[src/hw/rtl/distance_vector_table_update_defines.svh]
// Assertion macros for the distance vector table update block
`ifndef DISTANCE_VECTOR_TABLE_UPDATE_DEFINES_SVH
`define DISTANCE_VECTOR_TABLE_UPDATE_DEFINES_SVH

// same-cycle implication, checked outside reset
`define DVTU_ASSERT_IMPL(label, pre, post) \
    label: assert property (@(posedge clk) disable iff (!rst_n) (pre) |-> (post)) \
        else $error("dvtu assertion failed");

// next-cycle implication, checked outside reset
`define DVTU_ASSERT_NEXT(label, pre, post) \
    label: assert property (@(posedge clk) disable iff (!rst_n) (pre) |=> (post)) \
        else $error("dvtu assertion failed");

`endif

[src/hw/rtl/dvtu_pkg.sv]
// Shared types and constants of the distance vector table update block
package dvtu_pkg;

    localparam int TABLE_DEPTH = 32;
    localparam int IDX_W       = $clog2(TABLE_DEPTH);
    localparam int CNT_W       = $clog2(TABLE_DEPTH + 1);

    localparam int Q_DEPTH     = 4;
    localparam int Q_PTR_W     = $clog2(Q_DEPTH);
    localparam int Q_CNT_W     = $clog2(Q_DEPTH + 1);

    localparam logic [7:0] NEIGHBOR_RESET = 8'd67;
    localparam logic [7:0] DIST_MAX       = 8'd255;

    typedef enum logic [1:0] {
        MODE_LOAD   = 2'd0,
        MODE_ADVERT = 2'd1,
        MODE_DUMP   = 2'd2,
        MODE_NONE   = 2'd3
    } mode_t;

    typedef enum logic [1:0] {
        ST_ACCEPTED = 2'd0,
        ST_DROPPED  = 2'd1,
        ST_ENTRY    = 2'd2,
        ST_EMPTY    = 2'd3
    } status_t;

    typedef struct packed {
        mode_t       mode;
        logic [15:0] name;
        logic [7:0]  cost;
        logic [7:0]  hop;
    } cmd_t;

    typedef struct packed {
        logic [15:0] name;
        logic [7:0]  cost;
        logic [7:0]  hop;
    } entry_t;

endpackage

[src/hw/rtl/dvtu_front.sv]
// Input side: accept items, drop meaningless modes, precompute learned distance
module dvtu_front
    import dvtu_pkg::*;
(
    input  logic        in_valid,
    output logic        in_ready,
    input  logic [1:0]  mode,
    input  logic [15:0] dest_name,
    input  logic [7:0]  distance,
    input  logic [7:0]  next_hop,
    input  logic        q_full,
    output logic        q_push,
    output cmd_t        q_wdata
);

    mode_t      mode_in;
    logic [7:0] adv_dist;

    assign mode_in  = mode_t'(mode);
    assign adv_dist = (distance == DIST_MAX) ? DIST_MAX : distance + 8'd1;

    assign in_ready = !q_full;
    assign q_push   = in_valid && !q_full && (mode_in != MODE_NONE);

    always_comb
    begin
        q_wdata.mode = mode_in;
        q_wdata.name = dest_name;
        q_wdata.cost = (mode_in == MODE_ADVERT) ? adv_dist : distance;
        q_wdata.hop  = next_hop;
    end

endmodule

[src/hw/rtl/dvtu_queue.sv]
// Short command queue between the front and back parts
module dvtu_queue
    import dvtu_pkg::*;
(
    input  logic clk,
    input  logic rst_n,
    input  cmd_t wdata,
    output cmd_t rdata,
    input  logic push,
    output logic full,
    input  logic pop,
    output logic avail
);

    cmd_t               slot_reg [Q_DEPTH];
    logic [Q_PTR_W-1:0] wr_ptr_reg;
    logic [Q_PTR_W-1:0] rd_ptr_reg;
    logic [Q_CNT_W-1:0] cnt_reg;
    logic               do_push;
    logic               do_pop;

    assign full    = (cnt_reg == Q_CNT_W'(Q_DEPTH));
    assign avail   = (cnt_reg != '0);
    assign rdata   = slot_reg[rd_ptr_reg];
    assign do_push = push && !full;
    assign do_pop  = pop && avail;

    always_ff @(posedge clk or negedge rst_n)
    begin
        if (!rst_n)
        begin
            wr_ptr_reg <= '0;
            rd_ptr_reg <= '0;
            cnt_reg    <= '0;
        end
        else
        begin
            if (do_push)
                wr_ptr_reg <= (wr_ptr_reg == Q_PTR_W'(Q_DEPTH - 1)) ? '0 : wr_ptr_reg + 1'b1;
            if (do_pop)
                rd_ptr_reg <= (rd_ptr_reg == Q_PTR_W'(Q_DEPTH - 1)) ? '0 : rd_ptr_reg + 1'b1;
            if (do_push && !do_pop)
                cnt_reg <= cnt_reg + 1'b1;
            else if (do_pop && !do_push)
                cnt_reg <= cnt_reg - 1'b1;
        end
    end

    always_ff @(posedge clk)
    begin
        if (do_push)
            slot_reg[wr_ptr_reg] <= wdata;
    end

endmodule

[src/hw/rtl/dvtu_back.sv]
// Table engine: table memory, search, shift insert, dump and result register
module dvtu_back
    import dvtu_pkg::*;
(
    input  logic             clk,
    input  logic             rst_n,
    input  logic [7:0]       neighbor_id,
    input  logic             q_avail,
    input  cmd_t             q_rdata,
    output logic             q_pop,
    output logic [CNT_W-1:0] entry_count,
    output logic             out_valid,
    input  logic             out_ready,
    output logic [1:0]       status,
    output logic [15:0]      entry_name,
    output logic [7:0]       entry_distance,
    output logic [7:0]       entry_next_hop,
    output logic             last
);

    typedef enum logic [4:0] {
        S_IDLE   = 5'b00001,
        S_SEARCH = 5'b00010,
        S_SHIFT  = 5'b00100,
        S_DUMP   = 5'b01000,
        S_RESULT = 5'b10000
    } state_t;

    entry_t             mem [TABLE_DEPTH];
    entry_t             rd_data_reg;
    logic               rd_en;
    logic [IDX_W-1:0]   rd_addr;
    logic               wr_en;
    logic [IDX_W-1:0]   wr_addr;
    entry_t             wr_data;

    state_t             state_reg, state_next;
    cmd_t               cmd_reg, cmd_next;
    logic [CNT_W-1:0]   count_reg, count_next;
    logic [IDX_W-1:0]   k_reg, k_next;
    logic [IDX_W-1:0]   ins_pos_reg, ins_pos_next;
    logic               larger_reg, larger_next;
    status_t            res_reg, res_next;

    logic               out_valid_reg, out_valid_next;
    status_t            out_status_reg, out_status_next;
    entry_t             out_entry_reg, out_entry_next;
    logic               out_last_reg, out_last_next;

    logic               out_free;
    logic [CNT_W-1:0]   count_last;
    logic               at_last;
    logic               larger_now;
    logic               table_full;
    entry_t             new_entry;

    assign out_free   = !out_valid_reg || out_ready;
    assign count_last = count_reg - 1'b1;
    assign at_last    = (CNT_W'(k_reg) == count_last);
    assign table_full = (count_reg >= CNT_W'(TABLE_DEPTH));
    assign larger_now = !larger_reg && (cmd_reg.name < rd_data_reg.name);
    assign new_entry  = '{name: cmd_reg.name, cost: cmd_reg.cost, hop: neighbor_id};

    always_comb
    begin
        state_next      = state_reg;
        cmd_next        = cmd_reg;
        count_next      = count_reg;
        k_next          = k_reg;
        ins_pos_next    = ins_pos_reg;
        larger_next     = larger_reg;
        res_next        = res_reg;
        q_pop           = 1'b0;
        rd_en           = 1'b0;
        rd_addr         = '0;
        wr_en           = 1'b0;
        wr_addr         = k_reg;
        wr_data         = rd_data_reg;
        out_valid_next  = out_valid_reg && !out_ready;
        out_status_next = out_status_reg;
        out_entry_next  = out_entry_reg;
        out_last_next   = out_last_reg;

        case (state_reg)
            S_IDLE:
            begin
                if (q_avail)
                begin
                    q_pop    = 1'b1;
                    cmd_next = q_rdata;
                    case (q_rdata.mode)
                        MODE_LOAD:
                        begin
                            if (table_full)
                                res_next = ST_DROPPED;
                            else
                            begin
                                wr_en      = 1'b1;
                                wr_addr    = count_reg[IDX_W-1:0];
                                wr_data    = '{name: q_rdata.name, cost: q_rdata.cost,
                                               hop: q_rdata.hop};
                                count_next = count_reg + 1'b1;
                                res_next   = ST_ACCEPTED;
                            end
                            state_next = S_RESULT;
                        end
                        MODE_ADVERT:
                        begin
                            k_next      = '0;
                            ins_pos_next = '0;
                            larger_next = 1'b0;
                            if (count_reg == '0)
                                state_next = S_SHIFT;
                            else
                            begin
                                rd_en      = 1'b1;
                                state_next = S_SEARCH;
                            end
                        end
                        MODE_DUMP:
                        begin
                            k_next = '0;
                            if (count_reg == '0)
                            begin
                                res_next   = ST_EMPTY;
                                state_next = S_RESULT;
                            end
                            else
                            begin
                                rd_en      = 1'b1;
                                state_next = S_DUMP;
                            end
                        end
                        default:
                        begin
                            state_next = S_IDLE;
                        end
                    endcase
                end
            end

            S_SEARCH:
            begin
                if (rd_data_reg.name == cmd_reg.name)
                begin
                    if (rd_data_reg.hop == neighbor_id || cmd_reg.cost < rd_data_reg.cost)
                    begin
                        wr_en   = 1'b1;
                        wr_data = new_entry;
                    end
                    res_next   = ST_ACCEPTED;
                    state_next = S_RESULT;
                end
                else
                begin
                    if (larger_now)
                    begin
                        larger_next  = 1'b1;
                        ins_pos_next = k_reg;
                    end
                    if (at_last)
                    begin
                        if (table_full)
                        begin
                            res_next   = ST_DROPPED;
                            state_next = S_RESULT;
                        end
                        else
                        begin
                            if (!larger_reg && !larger_now)
                                ins_pos_next = count_reg[IDX_W-1:0];
                            k_next     = count_reg[IDX_W-1:0];
                            rd_en      = 1'b1;
                            rd_addr    = count_last[IDX_W-1:0];
                            state_next = S_SHIFT;
                        end
                    end
                    else
                    begin
                        rd_en   = 1'b1;
                        rd_addr = k_reg + 1'b1;
                        k_next  = k_reg + 1'b1;
                    end
                end
            end

            S_SHIFT:
            begin
                wr_en = 1'b1;
                if (k_reg == ins_pos_reg)
                begin
                    wr_data    = new_entry;
                    count_next = count_reg + 1'b1;
                    res_next   = ST_ACCEPTED;
                    state_next = S_RESULT;
                end
                else
                begin
                    k_next = k_reg - 1'b1;
                    if (k_reg - 1'b1 != ins_pos_reg)
                    begin
                        rd_en   = 1'b1;
                        rd_addr = k_reg - IDX_W'(2);
                    end
                end
            end

            S_DUMP:
            begin
                if (out_free)
                begin
                    out_valid_next  = 1'b1;
                    out_status_next = ST_ENTRY;
                    out_entry_next  = rd_data_reg;
                    out_last_next   = at_last;
                    if (at_last)
                        state_next = S_IDLE;
                    else
                    begin
                        rd_en   = 1'b1;
                        rd_addr = k_reg + 1'b1;
                        k_next  = k_reg + 1'b1;
                    end
                end
            end

            S_RESULT:
            begin
                if (out_free)
                begin
                    out_valid_next  = 1'b1;
                    out_status_next = res_reg;
                    out_entry_next  = '0;
                    out_last_next   = 1'b1;
                    state_next      = S_IDLE;
                end
            end

            default:
            begin
                state_next = S_IDLE;
            end
        endcase
    end

    always_ff @(posedge clk or negedge rst_n)
    begin
        if (!rst_n)
        begin
            state_reg     <= S_IDLE;
            count_reg     <= '0;
            out_valid_reg <= 1'b0;
        end
        else
        begin
            state_reg     <= state_next;
            count_reg     <= count_next;
            out_valid_reg <= out_valid_next;
        end
    end

    always_ff @(posedge clk)
    begin
        cmd_reg        <= cmd_next;
        k_reg          <= k_next;
        ins_pos_reg    <= ins_pos_next;
        larger_reg     <= larger_next;
        res_reg        <= res_next;
        out_status_reg <= out_status_next;
        out_entry_reg  <= out_entry_next;
        out_last_reg   <= out_last_next;
    end

    always_ff @(posedge clk)
    begin
        if (wr_en)
            mem[wr_addr] <= wr_data;
        if (rd_en)
            rd_data_reg <= mem[rd_addr];
    end

    assign entry_count    = count_reg;
    assign out_valid      = out_valid_reg;
    assign status         = out_status_reg;
    assign entry_name     = out_entry_reg.name;
    assign entry_distance = out_entry_reg.cost;
    assign entry_next_hop = out_entry_reg.hop;
    assign last           = out_last_reg;

endmodule

[src/hw/rtl/distance_vector_table_update.sv]
// Top level of the distance vector routing table update block
//
// Input channel (in_valid/in_ready) carries one item per handshake: a mode,
// a destination name, a distance and a next hop. Load items append an entry,
// advertisements update or insert a route via the neighbor in cfg_wdata,
// dump items read the table out, and mode three items are dropped.
// Output channel (out_valid/out_ready) returns results; last marks the
// final result of an item. Load and advertisement give one result each.
// Items pass a four-deep command queue, so the input keeps taking items
// while the table engine or the output register is busy.
// Advertisement time is bound by the single-port scan and the
// one-entry-per-cycle shift through the table memory; a dump returns the
// n entries of the table one result per cycle while out_ready stays high.
// Reset empties the table (entry count zero) and sets the neighbor to 67.
// When the receiver stalls, the result register holds, the engine waits,
// and the queue fills until in_ready drops.
module distance_vector_table_update
    import dvtu_pkg::*;
(
    input  logic        clk,
    input  logic        rst_n,
    input  logic        cfg_we,
    input  logic [7:0]  cfg_wdata,
    input  logic        in_valid,
    output logic        in_ready,
    input  logic [1:0]  mode,
    input  logic [15:0] dest_name,
    input  logic [7:0]  distance,
    input  logic [7:0]  next_hop,
    output logic        out_valid,
    input  logic        out_ready,
    output logic [1:0]  status,
    output logic [15:0] entry_name,
    output logic [7:0]  entry_distance,
    output logic [7:0]  entry_next_hop,
    output logic        last
);

`include "distance_vector_table_update_defines.svh"

    logic [7:0]       neighbor_id_reg;
    logic             q_push;
    logic             q_full;
    logic             q_pop;
    logic             q_avail;
    cmd_t             q_wdata;
    cmd_t             q_rdata;
    logic [CNT_W-1:0] entry_count;

    always_ff @(posedge clk or negedge rst_n)
    begin
        if (!rst_n)
            neighbor_id_reg <= NEIGHBOR_RESET;
        else if (cfg_we)
            neighbor_id_reg <= cfg_wdata;
    end

    dvtu_front u_front (
        .in_valid  (in_valid),
        .in_ready  (in_ready),
        .mode      (mode),
        .dest_name (dest_name),
        .distance  (distance),
        .next_hop  (next_hop),
        .q_full    (q_full),
        .q_push    (q_push),
        .q_wdata   (q_wdata)
    );

    dvtu_queue u_queue (
        .clk   (clk),
        .rst_n (rst_n),
        .wdata (q_wdata),
        .rdata (q_rdata),
        .push  (q_push),
        .full  (q_full),
        .pop   (q_pop),
        .avail (q_avail)
    );

    dvtu_back u_back (
        .clk            (clk),
        .rst_n          (rst_n),
        .neighbor_id    (neighbor_id_reg),
        .q_avail        (q_avail),
        .q_rdata        (q_rdata),
        .q_pop          (q_pop),
        .entry_count    (entry_count),
        .out_valid      (out_valid),
        .out_ready      (out_ready),
        .status         (status),
        .entry_name     (entry_name),
        .entry_distance (entry_distance),
        .entry_next_hop (entry_next_hop),
        .last           (last)
    );

    `DVTU_ASSERT_IMPL(a_count_bound, 1'b1, entry_count <= CNT_W'(TABLE_DEPTH))
    `DVTU_ASSERT_NEXT(a_count_step, 1'b1,
        entry_count == $past(entry_count) || entry_count == $past(entry_count) + 1'b1)
    `DVTU_ASSERT_IMPL(a_single_result,
        out_valid && (status == ST_ACCEPTED || status == ST_DROPPED || status == ST_EMPTY),
        last && entry_name == '0 && entry_distance == '0 && entry_next_hop == '0)
    `DVTU_ASSERT_IMPL(a_none_dropped,
        in_valid && in_ready && mode_t'(mode) == MODE_NONE, !q_push)

endmodule
[config.mk]
export PLATFORM = sky130hd
export DESIGN_NAME = distance_vector_table_update
export DESIGN_NICKNAME = d
export VERILOG_FILES = /design/src/hw/rtl/dvtu_pkg.sv /design/src/hw/rtl/dvtu_front.sv /design/src/hw/rtl/dvtu_queue.sv /design/src/hw/rtl/dvtu_back.sv /design/src/hw/rtl/distance_vector_table_update.sv
export VERILOG_INCLUDE_DIRS = /design/src /design/src/hw/rtl
export SDC_FILE = /design/constraint.sdc
export NUM_CORES = 2
export LEC_CHECK = 0
export BUFFER_PORTS_ARGS = -buffer_cell sky130_fd_sc_hd__buf_4
export CAP_MARGIN = 20
export CORE_ASPECT_RATIO = 2
export CORE_MARGIN = 8
export CORE_UTILIZATION = 45
export DETAILED_ROUTE_END_ITERATION = 7
export SETUP_SLACK_MARGIN = 0.5
export SYNTH_ARGS = -nofsm -noshare
export SYNTH_HDL_FRONTEND = slang
export SYNTH_HIERARCHICAL = 1
export SYNTH_SLANG_ARGS = --single-unit
[constraint.sdc]
create_clock -name clk -period 6.5 [get_ports clk]
set_input_delay 0.325 -clock clk [delete_from_list [all_inputs] [get_ports clk]]
set_output_delay 0.325 -clock clk [all_outputs]
set_load 0.005 [all_outputs]
==> flow_summary.yaml <==
worst_setup_path:
  cp-start-kind: "flop"
  worst_path_max_delay_cell: "a211oi_1"
  worstPathRequired_ns: 7.05
  path_class: "flop to flop"
  critical_path.cell_chain: "inv_1, ha_1, a21boi_0, xnor3_1, and4_1, nor2_1, a211oi_1, nand2_1, nor2_4, buf_12, a22oi_1, o2111ai_1"
  cp-end-kind: "flop"
  cp_num_cells: 12
  r2r_cells: 12
  cp_max_fo: 20
  arrival_ns: 6.01
  crit_buf_inv: 2
  critPathMaxStageDelay_ns: 0.98
  cp_top_family: "compound AO/OA/AOI/OAI gates"
grt:
  gr-total-overflow: 0
  track_usage_pct: 22.0
  antenna_found_initial: 8
  grt_pass1_vias: 30000
  grt_pass1_wl_um: 209000
  grt_max_degree: 68
clock_network:
  numCtsBuffers: 115
  hold_buffers: 47
  path_clk_slew_ns: 0.06
  clock_latency_ns: 0.73
  post-cts-setup-buffers: 0
  clock-sinks: 1291
  ctsResizeCount: 0
  clock-root-buffer: "clkbuf_16"
  htree_levels: 3
  cts_tree: "done"
  clock_path_buffers: 3
layout:
  stdcell_count: 5037
  final_area_um2: 60200
  seqCellArea_um2: 38600
  final_nets: 3496
  area_growth_pct: 14.0
  multiInputGateArea_um2: 13400
  nFillCells: 9606
  largest_register_ffs: 1024
  final_core_util_pct: 51.4
  final_layout_size_suffix_gt1_share_pct: 19.1
pwr:
  max-vdd-ir-drop_v: 0.000473
  pwr-share-seq_pct: 45.5
  p_comb_share_pct: 31.9
  p_per_area_nw_per_um2: 487
  p_int_mw: 19.1
  sw_frac_of_total_pct: 34.8
  leakage_nw: 20.5
  pwr-share-clk_pct: 22.5
  netSwitchingPower_mw: 10.2
timing:
  slew_violations: 0
  worst_slew_pin_slew_ns: 1.24
  clock.fmax_ghz: 0.183
  final.min_clock_period_ns: 5.45
  hold_slack_ns: 0.0585
  setup_ws_ns: 1.05
  maxSlewHeadroom_pct: 17.2
  finalClockSkew_ns: 0.0433
  setup_viol: 0
  post-route-period-util_pct: 83.9
  grt_setup_unrepaired: "false"
  hold_viol: 0
floorplanning:
  start_util_pct: 45.1
  fp.dieArea_um2: 129000
  core_area_um2: 117000
  io_pins: 84
  die_y_um: 501
  num_rows: 178
  die_w_um: 258
synthesis:
  syn_avg_cell_area_um2: 16.4
  ys.flop_type: "edfxtp_1"
  ys_types: 92
  synth_top_cell_by_area: "edfxtp_1"
  async_flop_share_pct: 2.09
  mappedNetlistArea_um2: 52800
  synth_edf_count: 1264
  synth-seq-cells: 1291
  syn_inst: 3223
  synth_fp_nets: 3313
  ys_seq_area_share_pct: 73.1
  yosys.area.top_type_share_pct: 71.9
  yosys-top-cells-area: "edfxtp_1, mux4_2, nand2_1, mux2i_1, a21oi_1"
  yosysWarnings: 6
routing:
  wl_per_cell_um: 28.8
  routed-via-count: 30200
  wl_met2_um: 72400
  via_per_inst: 5.99
  wl_met1_um: 56600
  top_layer_used: "met5"
  drtIter0Drc: 3039
  totalWireLength_um: 145000
  dr.pass1.iters: 5
  drc_errors: 0
  ant_nets: 0
  route.met3.wl_um: 9060
min_path:
  hold_path_class: "primary input to flop"
  whs_path_depth: 3
placed_design:
  dp.cells: 4765
  io_buffers: 83
  gp_routability_congestion: 0.861
  dpl_cell_area_um2: 56000
  hpwlAfterDp_um: 86900
  dp_slack_ns: 1.09
status:
  outcome: "complete, no violations"
run:
  cap_violations: 0
area by class of cell:
| cell class | instances | share of cell area, % |
|---|---|---|
| Clock inverter | 76 | 1.02 |
| Clock buffer | 141 | 4.98 |
| Antenna cell | 1 | 0.00415 |
| Timing Repair Buffer | 270 | 4.08 |
| Inverter | 51 | 0.318 |
| Sequential cell | 1291 | 64.2 |
| Tap cell | 1530 | 3.18 |
| Multi-Input combinational cell | 1677 | 22.3 |
cell families after synthesis:
group / count (synthesis) / share of synthesized area, %
buf+inv: 255 / 2.46
fa+ha+maj: 43 / 1.03
simple gates: 802 / 6.81
flops: 1291 / 73.1
compound gates: 531 / 7.32
mux: 261 / 8.51
xor+xnor: 40 / 0.715
placed cells by master, fill, tap and decap left out, types with 10 or more instances in the layout:
cell,netlist,layout
edfxtp_1,1264,1264
nand2_1,486,486
buf_4,38,195
a21oi_1,173,172
mux4_2,139,139
clkbuf_16,0,116
mux2i_1,102,101
nand3_1,96,94
inv_1,51,51
dlygate4sd3_1,0,47
o21ai_0,45,44
a31oi_1,44,44
ha_1,42,42
and2_1,36,34
clkinv_1,0,32
nor2_1,53,32
a22oi_1,31,31
o2111ai_1,30,30
a221o_1,29,29
a2111oi_0,30,29
a221oi_2,28,28
clkbuf_1,94,25
nand4_1,23,23
clkinv_2,0,22
dfrtp_1,23,22
a2bb2oi_2,0,21
nor2_4,0,20
xnor2_1,19,19
xor2_1,19,19
nor3_1,27,15
buf_12,3,15
and3_1,16,14
nor3_2,2,14
a21o_1,12,12
o211ai_1,11,11
o22ai_1,10,10
layer usage:
layer	up-vias	global-route usage, %
li1	13100	-
met1	15600	28.2
met2	1212	37.0
met3	278	3.04
met4	6	10.2
met5	-	0
power groups by stage:
stage	registers [mW]	clock network, mW	logic [mW]
finish	13.3	6.61	9.36
detailed placement	13.5	0	9.12
CTS	13.4	6.72	9.17
floorplan	13.2	0	5.31
global placement	13.5	0	8.85
global route	13.4	7.02	9.95
worst paths after layout:
| kind | startpoint | to | slack (ns) |
|---|---|---|---|
| min reg2reg | u_queue/cnt_reg[2] | u_queue/cnt_reg[2] | 0.51 |
| min in group asynchronous | rst_n | neighbor_id_reg[3] | 0.07 |
| max in group asynchronous | rst_n | u_back/state_reg[0] | 6.07 |
| max reg2reg | u_back/k_reg[2] | u_back/rd_data_reg[27] | 1.05 |
| min | distance[3] | u_queue/slot_reg[0][11] | 0.06 |
| max | u_back/k_reg[2] | u_back/rd_data_reg[27] | 1.05 |
worst register-to-register path: cells and delay by family (launching register included):
family	cells	cell delay (ns)
AOI/OAI and AO/OA	4	1.91
xor gates and xnor gates	1	0.23
adders and majority gates	1	0.26
buffers and inverters	2	0.59
DFF	1	0.81
and+or+nand+nor	4	1.51
synth_stat cells (all sizes together) (6+ instances only):
master   count
mux4       145
a221o       29
or2          6
a221oi      30
nand2      487
or3          6
a31oi       44
clkbuf      94
buf        110
o2111ai     30
dfrtp       23
nor2        53
o211ai      14
mux2i      102
nand2b       7
nand4       23
and2        40
a21o        12
a21oi      173
o21ai       48
inv         51
xor2        19
ha          42
a22oi       31
a2bb2oi     23
nor3b        6
o22ai       10
xnor2       19
edfxtp    1264
nor3        29
a2111oi     32
and3        16
nor4        15
o21a         7
mux2        14
a211oi       9
nand3       96
o221a        6
stage by stage:
stage | TNS, ns | total power, mW
2_1_floorplan | -12.08 | 18.5
3_3_place_gp | 0 | 22.4
3_5_place_dp | 0 | 22.7
4_1_cts | 0 | 29.3
5_1_grt | 0 | 30.4
6_report | 0 | 29.3
Power figures use the tool's default switching activity.
